$ cat src/hw/rtl/gpbn_pkg.sv
// Package for the background likelihood block: widths, types and pipeline depth.
// No dependencies; used by every module of the block.
package gpbn_pkg;

	// channel count and covariance fraction bits
	localparam int CHANNELS      = 3;
	localparam int COV_FRAC_BITS = 24;

	localparam int PIX_W  = 8;
	localparam int D_W    = PIX_W + 1;
	localparam int ICOV_W = 32;
	localparam int NLL_W  = 32;
	localparam int PROD_W = D_W + ICOV_W;
	localparam int ROW_W  = PROD_W + 2;
	localparam int LANE_W = ROW_W + D_W;
	localparam int Q_W    = LANE_W + 2;

	// halving and conversion to 16 fraction bits
	localparam int HALF_SHIFT = COV_FRAC_BITS - 15;
	localparam int RSH        = (HALF_SHIFT > 0) ? HALF_SHIFT : 0;
	localparam int LSH        = (HALF_SHIFT < 0) ? -HALF_SHIFT : 0;
	localparam int HALF_W     = Q_W + LSH;
	localparam int TOT_W      = HALF_W + 1;

	// accept edge to result strobe sampling edge
	localparam int LATENCY = 6;

	typedef logic signed [D_W-1:0]    diff_t;
	typedef logic signed [ICOV_W-1:0] icov_t;
	typedef logic signed [PROD_W-1:0] prod_t;
	typedef logic signed [ROW_W-1:0]  row_t;
	typedef logic signed [LANE_W-1:0] lane_t;
	typedef logic signed [Q_W-1:0]    q_t;
	typedef logic signed [NLL_W-1:0]  nll_t;

endpackage

$ cat src/hw/rtl/gpbn_merge.sv
// Merge stage: sums the lanes, halves (rounded or exact), adds normaliser, saturates.
// Depends on gpbn_pkg.
module gpbn_merge (
	input  logic             clk,
	input  gpbn_pkg::lane_t  lane_s4 [gpbn_pkg::CHANNELS],
	input  gpbn_pkg::icov_t  nln_s4,
	output gpbn_pkg::nll_t   nll_s6,
	output logic             sat_s6
);

	gpbn_pkg::q_t    q_sum;
	gpbn_pkg::q_t    q_s5;
	gpbn_pkg::icov_t nln_s5;
	logic signed [gpbn_pkg::HALF_W-1:0] half;
	logic signed [gpbn_pkg::TOT_W-1:0]  total;
	logic [gpbn_pkg::TOT_W-32:0]        upper;
	logic                               fits;

	// quadratic form over all lanes
	always_comb begin
		q_sum = '0;
		for (int r = 0; r < gpbn_pkg::CHANNELS; r++) begin
			q_sum = q_sum + gpbn_pkg::Q_W'(lane_s4[r]);
		end
	end

	always_ff @(posedge clk) begin
		q_s5   <= q_sum;
		nln_s5 <= nln_s4;
	end

	// half of q in Q16.16: round to nearest, ties up, or exact left shift
	if (gpbn_pkg::RSH > 0) begin : g_rsh
		gpbn_pkg::q_t q_bias;
		assign q_bias = q_s5 + (gpbn_pkg::q_t'(1) <<< (gpbn_pkg::RSH - 1));
		assign half   = gpbn_pkg::HALF_W'(q_bias >>> gpbn_pkg::RSH);
	end else begin : g_lsh
		assign half = gpbn_pkg::HALF_W'(q_s5) <<< gpbn_pkg::LSH;
	end

	// add normaliser and clip to 32 bits
	assign total = gpbn_pkg::TOT_W'(half) + gpbn_pkg::TOT_W'(nln_s5);
	assign upper = total[gpbn_pkg::TOT_W-1:31];
	assign fits  = (&upper) | ~(|upper);

	always_ff @(posedge clk) begin
		if (fits) begin
			nll_s6 <= total[31:0];
		end else if (total[gpbn_pkg::TOT_W-1]) begin
			nll_s6 <= 32'sh8000_0000;
		end else begin
			nll_s6 <= 32'sh7FFF_FFFF;
		end
		sat_s6 <= ~fits;
	end

endmodule

$ cat config.mk
export PLATFORM = sky130hd
export DESIGN_NAME = gpbn_merge
export DESIGN_NICKNAME = d
export VERILOG_FILES = /design/src/hw/rtl/gpbn_pkg.sv /design/src/hw/rtl/gpbn_merge.sv
export SDC_FILE = /design/constraint.sdc
export NUM_CORES = 1
export LEC_CHECK = 0
export ABC_CLOCK_PERIOD_IN_PS = 4500
export BUFFER_PORTS_ARGS = -buffer_cell sky130_fd_sc_hd__buf_2
export CORE_MARGIN = 5
export CORE_UTILIZATION = 50
export CTS_CLUSTER_DIAMETER = 60
export CTS_CLUSTER_SIZE = 30
export DETAILED_ROUTE_END_ITERATION = 8
export PLACE_DENSITY = 0.86
export SLEW_MARGIN = 20
export SYNTH_ARGS = -nofsm -noshare
export SYNTH_HDL_FRONTEND = slang
export SYNTH_SLANG_ARGS = --single-unit
$ cat constraint.sdc
create_clock -name clk -period 4.5 [get_ports clk]
set_input_delay 0 -clock clk [delete_from_list [all_inputs] [get_ports clk]]
set_output_delay 0 -clock clk [all_outputs]
set_load 0.01 [all_outputs]
==> metrics <==
status finished, violations left; violated checks negative setup slack; Pre-antenna DRT Iters 5; die footprint roughly 0.022 mm²; ANT nets after route 0; worst hold stages 4; post-synthesis cell type count 78; Overflow after GRT 0; RSZ-0062 raised after global routing yes; Fin Clk Skew between 0.008 and 0.009 ns; Synth Area in Adders 0.252; required time worst endpoint ~4.8 ns; kind of critical path reg -> reg; mux share of post-synthesis cell area 0.00209; number of synthesized flops with an enable pin 0; Synth Area in Compound Gates 0.211; DRT iter0 DRCs 834; initial antenna violation count 0; CTS tree yes; fin. max-slew vios 0; Clock Path Buffers 2; area of the multi-input gates roughly 0.0076 mm²; Synth Area in XOR/XNOR 0.108; clock sinks 111; flops & latches, synth approximately 110; GP Congestion 0.958; global-route wire length before repair 46900 µm; final hold vios 0; CP Launch Type register; Synth Instances 1071; synthesized area per cell between 8 and 9 µm²; Initial Util 0.511; Die Y between 100 and 150 µm; CTS H-tree depth 3; Setup-failing EPs final 32; final net count 1786; Top Ports 222; most common cell in the netlist dfxtp_1; fmax 0.214 GHz; register area share after synthesis 0.232; Reg area between 0.002 and 0.0025 mm²; Tot GR Track Use 0.258; top cell type by total area after synthesis dfxtp_1; VDD IR max 0.000237 V; FILL cells ~1400; Leakage just under 6 nW; Max-cap violations 0; via/cell ratio 5.80; buffers added on ports 221; Wirelength per Cell 17.7 µm; Final Util 0.690; area delta synth->final 35.0%; Worst slew margin 0.512; TritonCTS Buffers 9; top cells by count, synth 111 x dfxtp_1, 110 x ha_1, 101 x a21oi_1; Ys Warns 0; # diodes 0; CP max FO 6; largest family of logic cells by synthesized area adder cells; Synth Flop Type dfxtp_1; Via Count 9708; CP Data Arrival Time 4.92 ns; post-synthesis simple-gate area fraction 0.167; Register-to-Register Path Depth 24; Rows 50; Synth async-reset ratio 0; Final HPWL DP 22900 µm; largest cells by area after synthesis dfxtp_1 23%, ha_1 14%, fa_1 11%, xnor2_1 6.8%, a21oi_1 5.3%; PwrDens between 600 and 700 mW/mm²; DRC 0; core area 0.0188 mm²; Tcrit/Tclk final 1.04; worst slew pin tran 0.731 ns; number of global-route vias before repair slightly below 10000; share of cells above drive strength 1 0.332; Place WS -0.189 ns; clk_lat worst skew ~0.36 ns; Synth top area share 0.232; largest net degree at the start of global routing 27; syn_nets 1422; Min-Delay Path Class in -> reg; CTS root buffer clkbuf_16; post-layout min period approximately 4.7 ns; Post-Route WL 29600 µm; final setup margin -0.172 ns; clk slew on worst S/H paths 0.07 ns; Die W 148 µm; Hold WS between 0.15 and 0.2 ns; CP endpoint kind register; Syn Std Cell Area 0.00959 mm²
[worst max-delay path: stages (launching register included)]
cell       delay [ns]
dfxtp_2          0.33
and4_1           0.21
and3_4           0.20
nand3_4          0.09
nor2_4           0.14
and3_4           0.21
and3_4           0.23
inv_1            0.08
nor3_2           0.22
buf_4            0.15
xor2_1           0.18
ha_1             0.30
buf_4            0.16
buf_4            0.14
o21a_1           0.10
o21ai_0          0.21
o21bai_1         0.13
or2_2            0.30
o221ai_2         0.21
o2111a_1         0.22
nand4_1          0.16
nor2_4           0.16
nand2b_4         0.21
clkbuf_16        0.18
a21oi_2          0.05
[state kept, by name, indices dropped and copies added, names as in the netlist]
signal	count
nln_s5	32
q_s5	46
nll_s6	32
sat_s6	1
[stage by stage]
step                instance area (µm²)  setup TNS (ns)  power (mW)  instances
finish                            12900           -3.99        8.09       1674
global route                      12900           -9.96        8.64       1674
CTS                               12500          -0.264        7.58       1663
detailed placement                11700           -4.43        6.58       1609
global placement                  11700           -2.16        6.44       1609
floorplan                          9710               0        4.92       1071
[worst paths after layout]
kind	endpoint	start	slack (ns)
max reg2reg	nll_s6[9]	q_s5[20]	-0.17
max	nll_s6[9]	q_s5[20]	-0.17
min reg2reg	nll_s6[0]	nln_s5[0]	0.71
min	q_s5[8]	lane_s4[111]	0.16
[routing by layer]
metal / up-vias / global-route usage / part of all wire
li1: 4631 / - / -
met1: 4502 / 0.318 / 0.40
met4: 0 / 0.0998 / 0.040
met2: 472 / 0.454 / 0.49
met5: - / 0 / 0
met3: 103 / 0.0408 / 0.072
[cell families (layout without fill, tap and decap cells)]
group           count (synthesis)  in the layout
compound gates                306            306
xor+xnor                      118            118
fa+ha+maj                     162            162
buf+inv                        50            419
flops                         111            111
mux                             2              2
simple gates                  322            322
[power by group]
part	switching, mW	internal (mW)	leakage (nW)
Clock	0.386	0.467	0.154
Sequential	0.266	1.37	0.936
Combinational	3.08	2.51	4.71
[placed cells by master (no fill, tap or decap), drive strengths merged, types with 14 or more instances in the layout]
cell / count
nor3: 28
nor2: 78
o21ai: 53
clkbuf: 14
dlygate4sd3: 32
ha: 110
xnor2: 74
a21o: 34
nand2: 83
buf: 339
xor2: 44
inv: 29
a21oi: 122
dfxtp: 111
fa: 52
nand3: 37
nand4: 34
[layout make-up]
| cell class | instances | area share |
|---|---|---|
| inverter | 29 | 0.00841 |
| multi-input combinational | 910 | 0.583 |
| sequential | 111 | 0.173 |
| clock inverter | 5 | 0.00522 |
| clock buffer | 11 | 0.0195 |
| tap | 234 | 0.0226 |
| timing repair buffer | 374 | 0.188 |
[repair_timing]
action                     4_1_cts  5_1_grt
hold buffers                    32        0
setup endpoints to repair       32       32
buffers inserted                 6        7
gates cloned                     0        4
hold endpoints to repair        32        0
pin swaps                       10        9
gates resized for setup         24       62
Note: power is estimated with default switching activity, not from simulation.
