$ cat src/hw/rtl/gpbn_pkg.sv
// Package for the background likelihood block: widths, types and pipeline depth.
// No dependencies; used by every module of the block.
package gpbn_pkg;

	// channel count and covariance fraction bits
	localparam int CHANNELS      = 3;
	localparam int COV_FRAC_BITS = 24;

	localparam int PIX_W  = 8;
	localparam int D_W    = PIX_W + 1;
	localparam int ICOV_W = 32;
	localparam int NLL_W  = 32;
	localparam int PROD_W = D_W + ICOV_W;
	localparam int ROW_W  = PROD_W + 2;
	localparam int LANE_W = ROW_W + D_W;
	localparam int Q_W    = LANE_W + 2;

	// halving and conversion to 16 fraction bits
	localparam int HALF_SHIFT = COV_FRAC_BITS - 15;
	localparam int RSH        = (HALF_SHIFT > 0) ? HALF_SHIFT : 0;
	localparam int LSH        = (HALF_SHIFT < 0) ? -HALF_SHIFT : 0;
	localparam int HALF_W     = Q_W + LSH;
	localparam int TOT_W      = HALF_W + 1;

	// accept edge to result strobe sampling edge
	localparam int LATENCY = 6;

	typedef logic signed [D_W-1:0]    diff_t;
	typedef logic signed [ICOV_W-1:0] icov_t;
	typedef logic signed [PROD_W-1:0] prod_t;
	typedef logic signed [ROW_W-1:0]  row_t;
	typedef logic signed [LANE_W-1:0] lane_t;
	typedef logic signed [Q_W-1:0]    q_t;
	typedef logic signed [NLL_W-1:0]  nll_t;

endpackage

$ cat src/hw/rtl/gpbn_lane.sv
// One matrix-row lane: d_r * sum_c(d_c * icov_rc), three pipeline stages.
// Depends on gpbn_pkg.
module gpbn_lane (
	input  logic              clk,
	input  gpbn_pkg::diff_t   d_all [gpbn_pkg::CHANNELS],
	input  gpbn_pkg::diff_t   d_row,
	input  gpbn_pkg::icov_t   icov_row [gpbn_pkg::CHANNELS],
	output gpbn_pkg::lane_t   lane_s4
);

	gpbn_pkg::prod_t prod_s2 [gpbn_pkg::CHANNELS];
	gpbn_pkg::diff_t d_row_s2;
	gpbn_pkg::row_t  row_s3;
	gpbn_pkg::diff_t d_row_s3;
	gpbn_pkg::row_t  row_sum;

	// column products
	always_ff @(posedge clk) begin
		for (int c = 0; c < gpbn_pkg::CHANNELS; c++) begin
			prod_s2[c] <= gpbn_pkg::PROD_W'(d_all[c]) * gpbn_pkg::PROD_W'(icov_row[c]);
		end
		d_row_s2 <= d_row;
	end

	// row sum
	always_comb begin
		row_sum = '0;
		for (int c = 0; c < gpbn_pkg::CHANNELS; c++) begin
			row_sum = row_sum + gpbn_pkg::ROW_W'(prod_s2[c]);
		end
	end

	always_ff @(posedge clk) begin
		row_s3   <= row_sum;
		d_row_s3 <= d_row_s2;
	end

	// weight by this lane's own difference
	always_ff @(posedge clk) begin
		lane_s4 <= gpbn_pkg::LANE_W'(row_s3) * gpbn_pkg::LANE_W'(d_row_s3);
	end

endmodule

$ cat config.mk
export PLATFORM = sky130hd
export DESIGN_NAME = gpbn_lane
export DESIGN_NICKNAME = d
export VERILOG_FILES = /design/src/hw/rtl/gpbn_pkg.sv /design/src/hw/rtl/gpbn_lane.sv
export SDC_FILE = /design/constraint.sdc
export NUM_CORES = 2
export LEC_CHECK = 0
export BUFFER_PORTS_ARGS = -buffer_cell sky130_fd_sc_hd__buf_4
export CAP_MARGIN = 20
export CORE_MARGIN = 2
export CORE_UTILIZATION = 37
export DETAILED_ROUTE_END_ITERATION = 8
export MAX_ROUTING_LAYER = met4
export PLACE_DENSITY = 0.51
export SLEW_MARGIN = 20
export SYNTH_ARGS = -nofsm -noshare
export SYNTH_HDL_FRONTEND = slang
export SYNTH_SLANG_ARGS = --single-unit
$ cat constraint.sdc
create_clock -name clk -period 6.82 [get_ports clk]
set_clock_uncertainty 0.15 [all_clocks]
set_input_delay 1.023 -clock clk [delete_from_list [all_inputs] [get_ports clk]]
set_output_delay 1.023 -clock clk [all_outputs]
set_load 0.1 [all_outputs]
==> qor.csv <==
stage;metric;value;unit
yosys;synth unique cells;74;
sta;max-slew violations;0;
clock_network;Clk pin slew, worst setup/hold paths;0.06;ns
yosys;Cell Area, Synth;47550;sq um
yosys;post-synthesis sequential area ratio;9.936;%
clock_network;CTS buffer count;27;
worst_setup_path;Crit Path Max Fanout;43;
placement;port buffer count;184;
worst_setup_path;CP Class;reg -> reg;
yosys;Avg Cell Area, Syn;9.686;sq um
sta;Fin Setup TNS;0;ns
yosys;share of the synthesized area in the top cell type;43.91;%
min_path;class of the worst hold path;reg -> reg;
floorplan;# rows;131;
placement;Post-DP HPWL;103.5;mm
yosys;Synth Area in Adders;54.41;%
sta;Slew headroom;43.03;%
global_routing;GR met3 Demand/Resource;1.791;%
worst_setup_path;CP startpoint kind;register;
sta;Final setup viols;0;
cells_and_area;# diodes;0;
worst_setup_path;WP data required;7.16;ns
yosys;simple-gate share of the synthesized area;17.48;%
detailed_routing;drc violations;0;
sta;Setup WS post-layout;0.3873;ns
detailed_routing;via count;33250;
sta;RSZ-0062 raised after global routing;false;
detailed_routing;post-route ant nets;0;
sta;fmax;155.5;MHz
yosys;Synth Instances;4909;
yosys;leading area contributor after synthesis;fa_1;
yosys;Ys Warns;0;
yosys;ys async rst share;0;%
floorplan;chip width;362.5;um
clock_network;Worst-Skew Late Latency;0.59;ns
sta;Tightest Pin Transition;0.8546;ns
global_routing;largest net degree at the start of global routing;44;
clock_network;Clock Tree Buf Depth;3;
yosys;synth cell count leaders;fa_1, and2_1, inv_1;
global_routing;gr busiest metal;met2;
yosys;post-synthesis mux area share;0;%
detailed_routing;drt pass-1 iters;5;
yosys;combinational family with the most area after synthesis;adder cells;
yosys;Most used DFF post-synth;dfxtp_1;
run;Max Cap Viol;0;
clock_network;CTS sink count;236;
worst_setup_path;crit end category;register;
status;status;finished clean;
sta;fin crit share;94.32;%
worst_setup_path;WP data arrival;6.77;ns
placement;worst slack at placement;0.1611;ns
yosys;Synth Register Bits;236;
yosys;area fraction in compound gates after synthesis;7.973;%
yosys;XOR/XNOR share of the synthesized area;3.629;%
global_routing;met1 Usage GRT;25.14;%
sta;min Tclk post-route;6.433;ns
yosys;largest cells by area after synthesis;fa_1, ha_1, dfxtp_1;
yosys;EDFF count, synth;0;
floorplan;starting density of the core;37.29;%
cells_and_area;layout cells sized above 1;6.825;%
detailed_routing;Detailed Route Iter0 Violations;1654;
global_routing;vias in the first global route;36220;
detailed_routing;final wirelength;122.0;mm
clock_network;CTS H-tree depth;1;
detailed_routing;vias per std cell;4.961;
placement;Placer Congestion;0.8543;
clock_network;Root Buffer;clkbuf_16;
cells_and_area;final net count;6595;
global_routing;total track usage;19.56;%
floorplan;die area;131400;sq um
global_routing;GRT Residual Overflow;0;
yosys;Syn Nets;6484;
clock_network;Post-CTS Hold Fix Bufs;0;
cells_and_area;area growth from synthesis to layout;9.273;%
global_routing;initial antenna violation count;5;
yosys;count leader, synth;fa_1;
clock_network;CTS tree;done;
floorplan;num ports;185;
detailed_routing;Avg WL per Cell;18.21;um
global_routing;grt met2 use;33.61;%
floorplan;Die Ht;362.5;um
sta;Final Hold Viols;0;
global_routing;first-pass GRT wire length;199.0;mm
floorplan;core area;127500;sq um
-- state kept, by name, summed over array words and instances, names as in the netlist --
signal / count
row_s3: 43
lane_s4: 52
d_row_s2: 9
prod_s2: 123
d_row_s3: 9
-- path summary, 6_finish.rpt --
check	startpoint	to	slack (ns)	cells after the start
worst max-delay path	d_row_s3[4]	lane_s4[49]	0.39	20
worst min-delay path	d_row_s2[4]	d_row_s3[4]	0.18	0
worst max register to register	d_row_s3[4]	lane_s4[49]	0.39	20
worst min register to register	d_row_s2[4]	d_row_s3[4]	0.18	0
-- per-layer routing --
layer	wire [um]	part of all wire, %
met3	4250	3.5
met4	2683	2.2
met5	0	0
met1	54320	45
met2	60770	50
-- metrics by stage --
step	instance area [sq um]	cells	util [%]	hold WS (ns)
4_1_cts	51960	6702	40.74	0.1774
3_5_place_dp	50980	6653	39.98	0.1642
2_1_floorplan	47550	4909	-	0.1596
6_report	51960	6702	40.74	0.1754
5_1_grt	51960	6702	40.74	0.1785
3_3_place_gp	50980	6653	39.98	0.1634
-- final cells by class --
type,count,area [sq um]
Multi-Input combinational cell,3843,39700
Tap cell,1662,2079
Timing Repair Buffer,256,2009
Fill cell,12700,75560
Inverter,656,2462
Sequential cell,236,4728
Clock buffer,34,762.0
Clock inverter,15,215.2
-- critical path, stage by stage (launching register included) --
cell      delay, ns
dfxtp_2        0.86
nand2_1        0.16
fa_1           0.53
fa_1           0.54
inv_1          0.05
fa_1           0.44
fa_1           0.50
fa_1           0.41
ha_1           0.32
o21a_1         0.17
o21a_1         0.14
o21ai_0        0.07
nand2b_1       0.17
a311oi_1       0.14
buf_4          0.17
o21ai_0        0.40
o221ai_1       0.20
buf_4          0.21
o311ai_1       0.33
buf_4          0.17
xor2_1         0.17
-- what timing repair did --
item | in CTS | in global routing
setup endpoints to repair | 0 | 1
setup buffers | 0 | 0
resized for setup | 0 | 1
-- placed cells by master, fill, tap and decap left out, types with 5 or more instances in the layout --
| cell type | instances |
|---|---|
| a2111oi_0 | 5 |
| a211o_1 | 5 |
| a211oi_1 | 15 |
| a21boi_0 | 5 |
| a21o_1 | 117 |
| a21oi_1 | 166 |
| a31o_2 | 5 |
| a31oi_1 | 16 |
| a41oi_1 | 5 |
| and2_1 | 663 |
| and3_1 | 25 |
| buf_12 | 7 |
| buf_4 | 249 |
| clkbuf_16 | 27 |
| clkbuf_8 | 6 |
| dfxtp_1 | 233 |
| fa_1 | 1043 |
| ha_1 | 399 |
| inv_1 | 654 |
| nand2_1 | 538 |
| nand2b_1 | 46 |
| nand3_1 | 39 |
| nand4_1 | 21 |
| nor2_1 | 212 |
| nor2b_1 | 28 |
| nor3_1 | 27 |
| o211ai_1 | 9 |
| o21a_1 | 29 |
| o21ai_0 | 90 |
| o21ai_1 | 6 |
| o21bai_1 | 27 |
| o22ai_1 | 9 |
| o31ai_1 | 9 |
| or2_2 | 7 |
| xnor2_1 | 147 |
| xor2_1 | 50 |
-- cells by family (layout without fill, tap and decap cells) --
kind of cell | Yosys count | after routing
adders and majority gates | 1442 | 1442
and+or+nand+nor | 1632 | 1632
AOI/OAI and AO/OA | 572 | 572
buffers and inverters | 830 | 961
xor gates and xnor gates | 197 | 197
DFF | 236 | 236
Power is left out: the tool's default activity adds up to more than one toggle a clock period on the data nets, which glitch-free logic cannot reach.
